## config.mk

```make
export PLATFORM = sky130hd
export DESIGN_NAME = ir_adc_to_distance_calibration_core
export DESIGN_NICKNAME = d
export VERILOG_FILES = /design/src/rtl/irdc_pkg.sv /design/src/rtl/irdc_div.sv /design/src/rtl/ir_adc_to_distance_calibration_core.sv
export SDC_FILE = /design/constraint.sdc
export NUM_CORES = 2
export LEC_CHECK = 0
export BUFFER_PORTS_ARGS = -buffer_cell sky130_fd_sc_hd__buf_2
export CORE_MARGIN = 2
export CORE_UTILIZATION = 44
export CTS_CLUSTER_DIAMETER = 200
export CTS_CLUSTER_SIZE = 20
export DETAILED_ROUTE_END_ITERATION = 12
export GPL_TIMING_DRIVEN = 1
export PLACE_DENSITY = 0.73
export SLEW_MARGIN = 0
export SYNTH_ARGS = -nofsm -noshare
export SYNTH_HDL_FRONTEND = slang
export SYNTH_SLANG_ARGS = --single-unit
```

## constraint.sdc

```tcl
create_clock -name clk -period 10.6 [get_ports clk]
set_input_delay 0.53 -clock clk [delete_from_list [all_inputs] [get_ports clk]]
set_output_delay 0.53 -clock clk [all_outputs]
set_load 0.03 [all_outputs]
```

## src/rtl/irdc_pkg.sv

```systemverilog
package irdc_pkg;

  localparam int ADC_W  = 12;
  localparam int DIST_W = 7;
  localparam int SNS_W  = 2;
  localparam int PT_W   = 4;

  localparam logic OP_CONVERT = 1'b0;
  localparam logic OP_LOAD    = 1'b1;

  localparam logic [DIST_W-1:0] DIST_NEAR = 7'd10;
  localparam logic [DIST_W-1:0] DIST_FAR  = 7'd80;
  localparam int DIST_STEP = 5;

  // fraction numerator 5*(hi-adc) fits 15 bits
  localparam int NUM_W  = ADC_W + 3;
  localparam int FRAC_W = 3;

  // scan outcome carried into the divider
  typedef struct packed {
    logic              near;
    logic              far;
    logic [NUM_W-1:0]  num;
    logic [ADC_W-1:0]  den;
    logic [9:0]        base;
    logic [SNS_W-1:0]  sensor;
  } scan_t;

endpackage

```

## src/rtl/irdc_div.sv

```systemverilog
module irdc_div (
  input  logic                         clk,
  input  logic                         rst,
  input  logic                         en,
  input  logic                         in_valid,
  input  irdc_pkg::scan_t              in_scan,
  output logic                         out_valid,
  output logic [irdc_pkg::DIST_W-1:0]  out_dist,
  output logic [irdc_pkg::SNS_W-1:0]   out_sensor
);

  // quotient is at most 4, so three restoring steps, one per stage
  localparam int NS = irdc_pkg::FRAC_W;
  localparam int NW = irdc_pkg::NUM_W;
  localparam int DW = irdc_pkg::ADC_W;

  logic            v    [NS];
  irdc_pkg::scan_t s    [NS];
  logic [NW-1:0]   rem  [NS];
  logic [NS-1:0]   quo  [NS];

  logic [NW-1:0]   rem_in  [NS];
  logic [NS-1:0]   quo_in  [NS];
  logic [NW+NS-1:0] dsh    [NS];
  logic [NW-1:0]   rem_nx  [NS];
  logic [NS-1:0]   quo_nx  [NS];

  always_comb begin
    for (int i = 0; i < NS; i++) begin
      rem_in[i] = (i == 0) ? in_scan.num : rem[(i == 0) ? 0 : i-1];
      quo_in[i] = (i == 0) ? '0 : quo[(i == 0) ? 0 : i-1];
      dsh[i]    = {{(NW+NS-DW){1'b0}}, ((i == 0) ? in_scan.den : s[(i == 0) ? 0 : i-1].den)}
                  << (NS-1-i);
      if ({{NS{1'b0}}, rem_in[i]} >= dsh[i]) begin
        rem_nx[i] = NW'({{NS{1'b0}}, rem_in[i]} - dsh[i]);
        quo_nx[i] = quo_in[i] | NS'(1 << (NS-1-i));
      end else begin
        rem_nx[i] = rem_in[i];
        quo_nx[i] = quo_in[i];
      end
    end
  end

  always_ff @(posedge clk) begin
    if (rst) begin
      for (int i = 0; i < NS; i++) v[i] <= 1'b0;
    end else if (en) begin
      for (int i = 0; i < NS; i++) v[i] <= (i == 0) ? in_valid : v[(i == 0) ? 0 : i-1];
    end
  end

  always_ff @(posedge clk) begin
    if (en) begin
      for (int i = 0; i < NS; i++) begin
        s[i]   <= (i == 0) ? in_scan : s[(i == 0) ? 0 : i-1];
        rem[i] <= rem_nx[i];
        quo[i] <= quo_nx[i];
      end
    end
  end

  logic [10:0] sum;
  assign sum       = {1'b0, s[NS-1].base} + 11'(quo[NS-1]);
  assign out_valid = v[NS-1];
  assign out_sensor = s[NS-1].sensor;
  always_comb begin
    if (s[NS-1].near)                          out_dist = irdc_pkg::DIST_NEAR;
    else if (s[NS-1].far)                      out_dist = irdc_pkg::DIST_FAR;
    else if (sum > 11'(irdc_pkg::DIST_FAR))    out_dist = irdc_pkg::DIST_FAR;
    else                                       out_dist = sum[irdc_pkg::DIST_W-1:0];
  end

endmodule

```

## src/rtl/ir_adc_to_distance_calibration_core.sv

```systemverilog
// infrared adc to distance converter for several sensors
// input channel: valid/ready with operation, sensor, point, value
//   operation load writes one threshold of a sensor's table, no result
//   operation convert gives one result: distance_cm and sensor_echo
// thresholds live in one small bank per point, indexed by sensor, so a whole row
//   is read in parallel
// pipeline: stage 1 registers the item and the sensor's row,
//   stage 2 does all threshold compares and picks the bracketing pair,
//   stage 3 forms numerator and denominator, then three restoring
//   divider stages, then the output register
// throughput: one item per cycle while the output is not stalled, a load may follow a convert at once
// the whole pipeline advances only when the output register is free or taken;
//   a stall freezes every stage, nothing is lost or repeated
// reset clears valid bits only; table entries are undefined until loaded
module ir_adc_to_distance_calibration_core #(
  parameter int SENSOR_COUNT = 4,
  parameter int POINT_COUNT  = 15
) (
  input  logic                         clk,
  input  logic                         rst,
  input  logic                         valid,
  output logic                         ready,
  input  logic                         operation,
  input  logic [irdc_pkg::SNS_W-1:0]   sensor,
  input  logic [irdc_pkg::PT_W-1:0]    point,
  input  logic [irdc_pkg::ADC_W-1:0]   value,
  output logic                         out_valid,
  input  logic                         out_ready,
  output logic [irdc_pkg::DIST_W-1:0]  distance_cm,
  output logic [irdc_pkg::SNS_W-1:0]   sensor_echo
);

  localparam int AW = irdc_pkg::ADC_W;
  localparam int SW = irdc_pkg::SNS_W;
  localparam int PS = (POINT_COUNT > 16) ? 16 : POINT_COUNT;
  localparam int KW = $clog2(POINT_COUNT);

  logic en;
  assign en    = !out_valid || out_ready;
  assign ready = en;

  logic [AW-1:0] row_rd [POINT_COUNT];

  for (genvar gp = 0; gp < POINT_COUNT; gp++) begin : g_bank
    if (gp < PS) begin : g_wr
      logic [AW-1:0] bank [SENSOR_COUNT];

      always_ff @(posedge clk) begin
        if (valid && ready && operation == irdc_pkg::OP_LOAD && 32'(point) == gp) begin
          for (int si = 0; si < SENSOR_COUNT; si++)
            if (32'(sensor) == si) bank[si] <= value;
        end
      end

      always_comb begin
        row_rd[gp] = '0;
        for (int si = 0; si < SENSOR_COUNT; si++)
          if (32'(sensor) == si) row_rd[gp] = bank[si];
      end
    end else begin : g_none
      assign row_rd[gp] = '0;
    end
  end

  // stage 1
  logic          v1;
  logic          bad1;
  logic [AW-1:0] adc1;
  logic [SW-1:0] sns1;
  logic [AW-1:0] row1 [POINT_COUNT];

  always_ff @(posedge clk) begin
    if (rst) v1 <= 1'b0;
    else if (en) v1 <= valid && operation == irdc_pkg::OP_CONVERT;
  end

  always_ff @(posedge clk) begin
    if (en) begin
      adc1 <= value;
      sns1 <= sensor;
      bad1 <= 32'(sensor) >= SENSOR_COUNT;
      for (int pi = 0; pi < POINT_COUNT; pi++) row1[pi] <= row_rd[pi];
    end
  end

  // stage 2: parallel compares, first deciding point
  logic [POINT_COUNT-1:0] gt;
  always_comb
    for (int pi = 0; pi < POINT_COUNT; pi++) gt[pi] = adc1 > row1[pi];

  logic          v2, near2, far2;
  logic [KW-1:0] k2;
  logic [AW-1:0] hi2, lo2, adc2;
  logic [SW-1:0] sns2;

  logic          near_c, far_c, hit;
  logic [KW-1:0] k_c;
  always_comb begin
    hit = 1'b0; near_c = 1'b0; k_c = '0;
    for (int kk = POINT_COUNT-2; kk >= 0; kk--) begin
      if (gt[kk] || gt[kk+1]) begin
        hit = 1'b1; k_c = KW'(kk); near_c = gt[kk];
      end
    end
    far_c = bad1 || !hit;
  end

  always_ff @(posedge clk) begin
    if (rst) v2 <= 1'b0;
    else if (en) v2 <= v1;
  end

  always_ff @(posedge clk) begin
    if (en) begin
      near2 <= near_c && !bad1;
      far2  <= far_c;
      k2    <= k_c;
      hi2   <= row1[k_c];
      lo2   <= row1[k_c + KW'(1)];
      adc2  <= adc1;
      sns2  <= sns1;
    end
  end

  // stage 3: numerator, denominator, base distance
  logic            v3;
  irdc_pkg::scan_t sc3;
  always_ff @(posedge clk) begin
    if (rst) v3 <= 1'b0;
    else if (en) v3 <= v2;
  end

  logic [AW-1:0] diff;
  assign diff = hi2 - adc2;

  always_ff @(posedge clk) begin
    if (en) begin
      sc3.near   <= near2;
      sc3.far    <= far2;
      sc3.num    <= {diff, 2'b00} + {2'b00, diff} + 15'd0;
      sc3.den    <= hi2 - lo2;
      sc3.base   <= 10'(irdc_pkg::DIST_NEAR) + 10'(k2) * 10'(irdc_pkg::DIST_STEP);
      sc3.sensor <= sns2;
    end
  end

  logic                        dv;
  logic [irdc_pkg::DIST_W-1:0] dd;
  logic [SW-1:0]               ds;

  irdc_div u_div (
    .clk(clk), .rst(rst), .en(en),
    .in_valid(v3), .in_scan(sc3),
    .out_valid(dv), .out_dist(dd), .out_sensor(ds)
  );

  always_ff @(posedge clk) begin
    if (rst) out_valid <= 1'b0;
    else if (en) out_valid <= dv;
  end

  always_ff @(posedge clk) begin
    if (en) begin
      distance_cm <= dd;
      sensor_echo <= ds;
    end
  end

  a_stall_hold: assert property (@(posedge clk) disable iff (rst)
    out_valid && !out_ready |=> out_valid && $stable(distance_cm) && $stable(sensor_echo))
    else $error("result changed under stall");

  a_range: assert property (@(posedge clk) disable iff (rst)
    out_valid |-> distance_cm >= irdc_pkg::DIST_NEAR && distance_cm <= irdc_pkg::DIST_FAR)
    else $error("distance out of range");

  a_ready: assert property (@(posedge clk) disable iff (rst)
    !out_valid |-> ready)
    else $error("pipeline stalled with empty output");

endmodule

```

==> impl_metrics.yaml <==
run_status:
  status: "complete, no violations"
timing:
  tightestPinTransition_ns: 1.391
  fmax_ghz: 0.1396
  slew_violations: 0
  slew_headroom: 0.07018
  setup_violations: 0
  rsz0062_at_grt: "no"
  finalCriticalPeriod_ns: 7.162
  finClkSkew_ns: 0.06822
  tns_ns: 0
  finalHoldViolations: 0
  finalCritPeriodShare: 0.6757
  fin_ws_ns: 3.438
finish:
  nFillCells: 9673
  area_growth_pct: 7.289
  fin_nets: 3548
  drive_above_1_share: 0.1214
  regArea_um2: 33140
  diodes: 0
  final_util: 0.4742
  multiInputGateArea_um2: 15580
placement:
  port_buffers: 33
  routabilityCongestion: 0.9870
  dp_hpwl_mm: 85.83
  dp_slack_ns: 3.676
drt:
  avgViaCountPerCell: 6.065
  drtIter0Drc: 3795
  via_count: 29052
  antenna_left: 0
  routed_wl_mm: 130.3
  drc: 0
  firstDrtPassIters: 6
  wl_per_cell_um: 27.20
floorplanning:
  die_w_um: 342.2
  rows: 124
  io_pins: 34
  fp.coreArea_um2: 113900
  start_util: 0.4419
  die-area_um2: 117100
  fp.dieH_um: 342.2
setup_path:
  path_class: "flop to flop"
  cp.arrival_ns: 7.77
  reg2regPathDepth: 16
  worstSetupEndpointType: "flop"
  path_max_fanout: 67
  critical_path_required_ns: 11.21
  startpoint_type: "flop"
global_route:
  grt_overflow_total: 0
  grt_max_degree: 115
  grt_antenna_before_repair: 5
  grt_pass1_wl_mm: 190.7
  grt_usage: 0.2215
  grt_pass1_vias: 27936
logic_synthesis:
  syn_area_um2: 50330
  yosys.cell_count.top_type: "edfxtp_1"
  yosys_warnings: 0
  synth_edf_count: 1101
  synth_common_cells: "edfxtp_1 (1101), inv_1 (275), ha_1 (258)"
  synth_fp_nets: 3523
  synth_cell_types: 85
  synth_seq_area_share: 0.6585
  synthCells: 3235
  synth_flop_cell: "edfxtp_1"
  synth_top_area_cell: "edfxtp_1"
  async_reset_ff_frac: 0
  syn_area_per_cell_um2: 15.56
  ys_top_cells_by_area: "edfxtp_1 (66%), mux4_2 (8.9%), ha_1 (6.4%)"
  synth_top_area_share: 0.6569
  yosys_register_bits: 1105
clocking:
  cts_resized: 0
  cts.sinks: 1105
  clock_latency_ns: 0.74
  cts_made_buffers: 61
  cts_root_buffer: "clkbuf_16"
  cts_max_level: 2
  cts_tree: "done"
  clockBufferDepth: 3
  post-cts-setup-buffers: 0
  path_clk_slew_ns: 0.10
hold_path:
  hold_path_depth: 3
  hp-class: "input port to flop"
pwr:
  p_leak_nw: 19.09
  peakVddDrop_mv: 0.1601
  p_per_area_nw_per_um2: 203.7
  totalPowerFinal_w: 0.01100
flow_run:
  maxCapViolations: 0
cell type report:
class | count | share of cell area
flip-flops and latches | 1105 | 0.6138
multi-input cells | 1720 | 0.2886
clock inverters | 4 | 0.001715
well taps | 1512 | 0.03504
inverters | 276 | 0.01933
repair buffers | 96 | 0.01217
clock buffers | 77 | 0.02938
layer usage:
metal,vias to the layer above,GRT usage,part of all wire
met1,14721,0.3203,0.42
li1,12723,-,-
met3,243,0.03950,0.091
met5,-,0,0.00010
met2,1363,0.3423,0.46
met4,2,0.06926,0.032
state kept, by name, summed over array words and instances (netlist names), 7 cells and up:
name,count
adc1,12
u_div.rem,30
sc3,38
distance_cm,7
u_div.s,57
row1,180
hi2,12
g_bank.g_wr.bank,720
lo2,12
adc2,12
through the flow:
stage | std cells | hold slack [ns] | instance area (µm²)
after floorplan | 3235 | 0.4003 | 50330
after global placement | 4708 | 0.4004 | 52310
after detailed placement | 4708 | 0.4045 | 52310
after CTS | 4790 | 0.05493 | 54000
after global routing | 4790 | 0.09083 | 54000
final | 4790 | 0.09206 | 54000
repair_timing:
action,in CTS,in global routing
endpoints found under the hold margin,1,0
setup endpoints to repair,0,0
hold buffers,1,0
cells by family (layout without fill, tap and decap cells):
group / count (synthesis) / count (layout) / share of synthesized area
xor gates and xnor gates: 52 / 52 / 0.009422
muxes: 234 / 234 / 0.09629
buffers and inverters: 410 / 453 / 0.03301
adders and majority gates: 265 / 265 / 0.06693
DFF: 1105 / 1105 / 0.6585
and+or+nand+nor: 550 / 550 / 0.05228
AOI/OAI and AO/OA: 619 / 619 / 0.08356
critical path, cell delays in order, from the launching register on:
cell      delay [ns]
edfxtp_1        1.00
ha_1            0.40
a21oi_1         0.21
o21ai_0         0.11
or3_1           0.45
a31oi_2         0.29
o311ai_4        0.18
a221oi_4        0.25
buf_4           0.71
inv_1           0.48
ha_4            0.84
nand2b_1        0.80
buf_4           0.39
or3_1           0.14
o311ai_0        0.22
o221ai_1        0.33
o21a_1          0.16
where the power goes:
| group | internal (W) | switching [W] |
|---|---|---|
| clock | 0.00106 | 0.00136 |
| sequential | 0.00531 | 0.000266 |
| combinational | 0.00126 | 0.00175 |
final timing paths:
path,slack (ns),end,start
worst max-delay path,3.44,lo2[10],adc1[11]
worst min-delay path,0.09,v1,operation
worst max register to register,3.44,lo2[10],adc1[11]
worst min register to register,0.41,sensor_echo[1],u_div.s[0][83]
layout by cell type (no fill, tap or decap), drive strengths merged, types with 13 or more instances in the layout:
cell type / count
edfxtp: 1101
inv: 277
ha: 258
mux4: 199
nand2: 152
nor2: 147
a21oi: 143
o21ai: 121
buf: 95
clkbuf: 77
nand4: 58
nor3: 55
o22ai: 52
o221ai: 47
a21o: 42
o211ai: 33
nand3: 32
o2111ai: 32
xnor2: 32
nor2b: 28
or3: 24
mux2i: 24
xor2: 20
o21a: 17
o311ai: 16
nand2b: 15
a31oi: 14
o31ai: 13
a21boi: 13
Power figures use the tool's default switching activity.
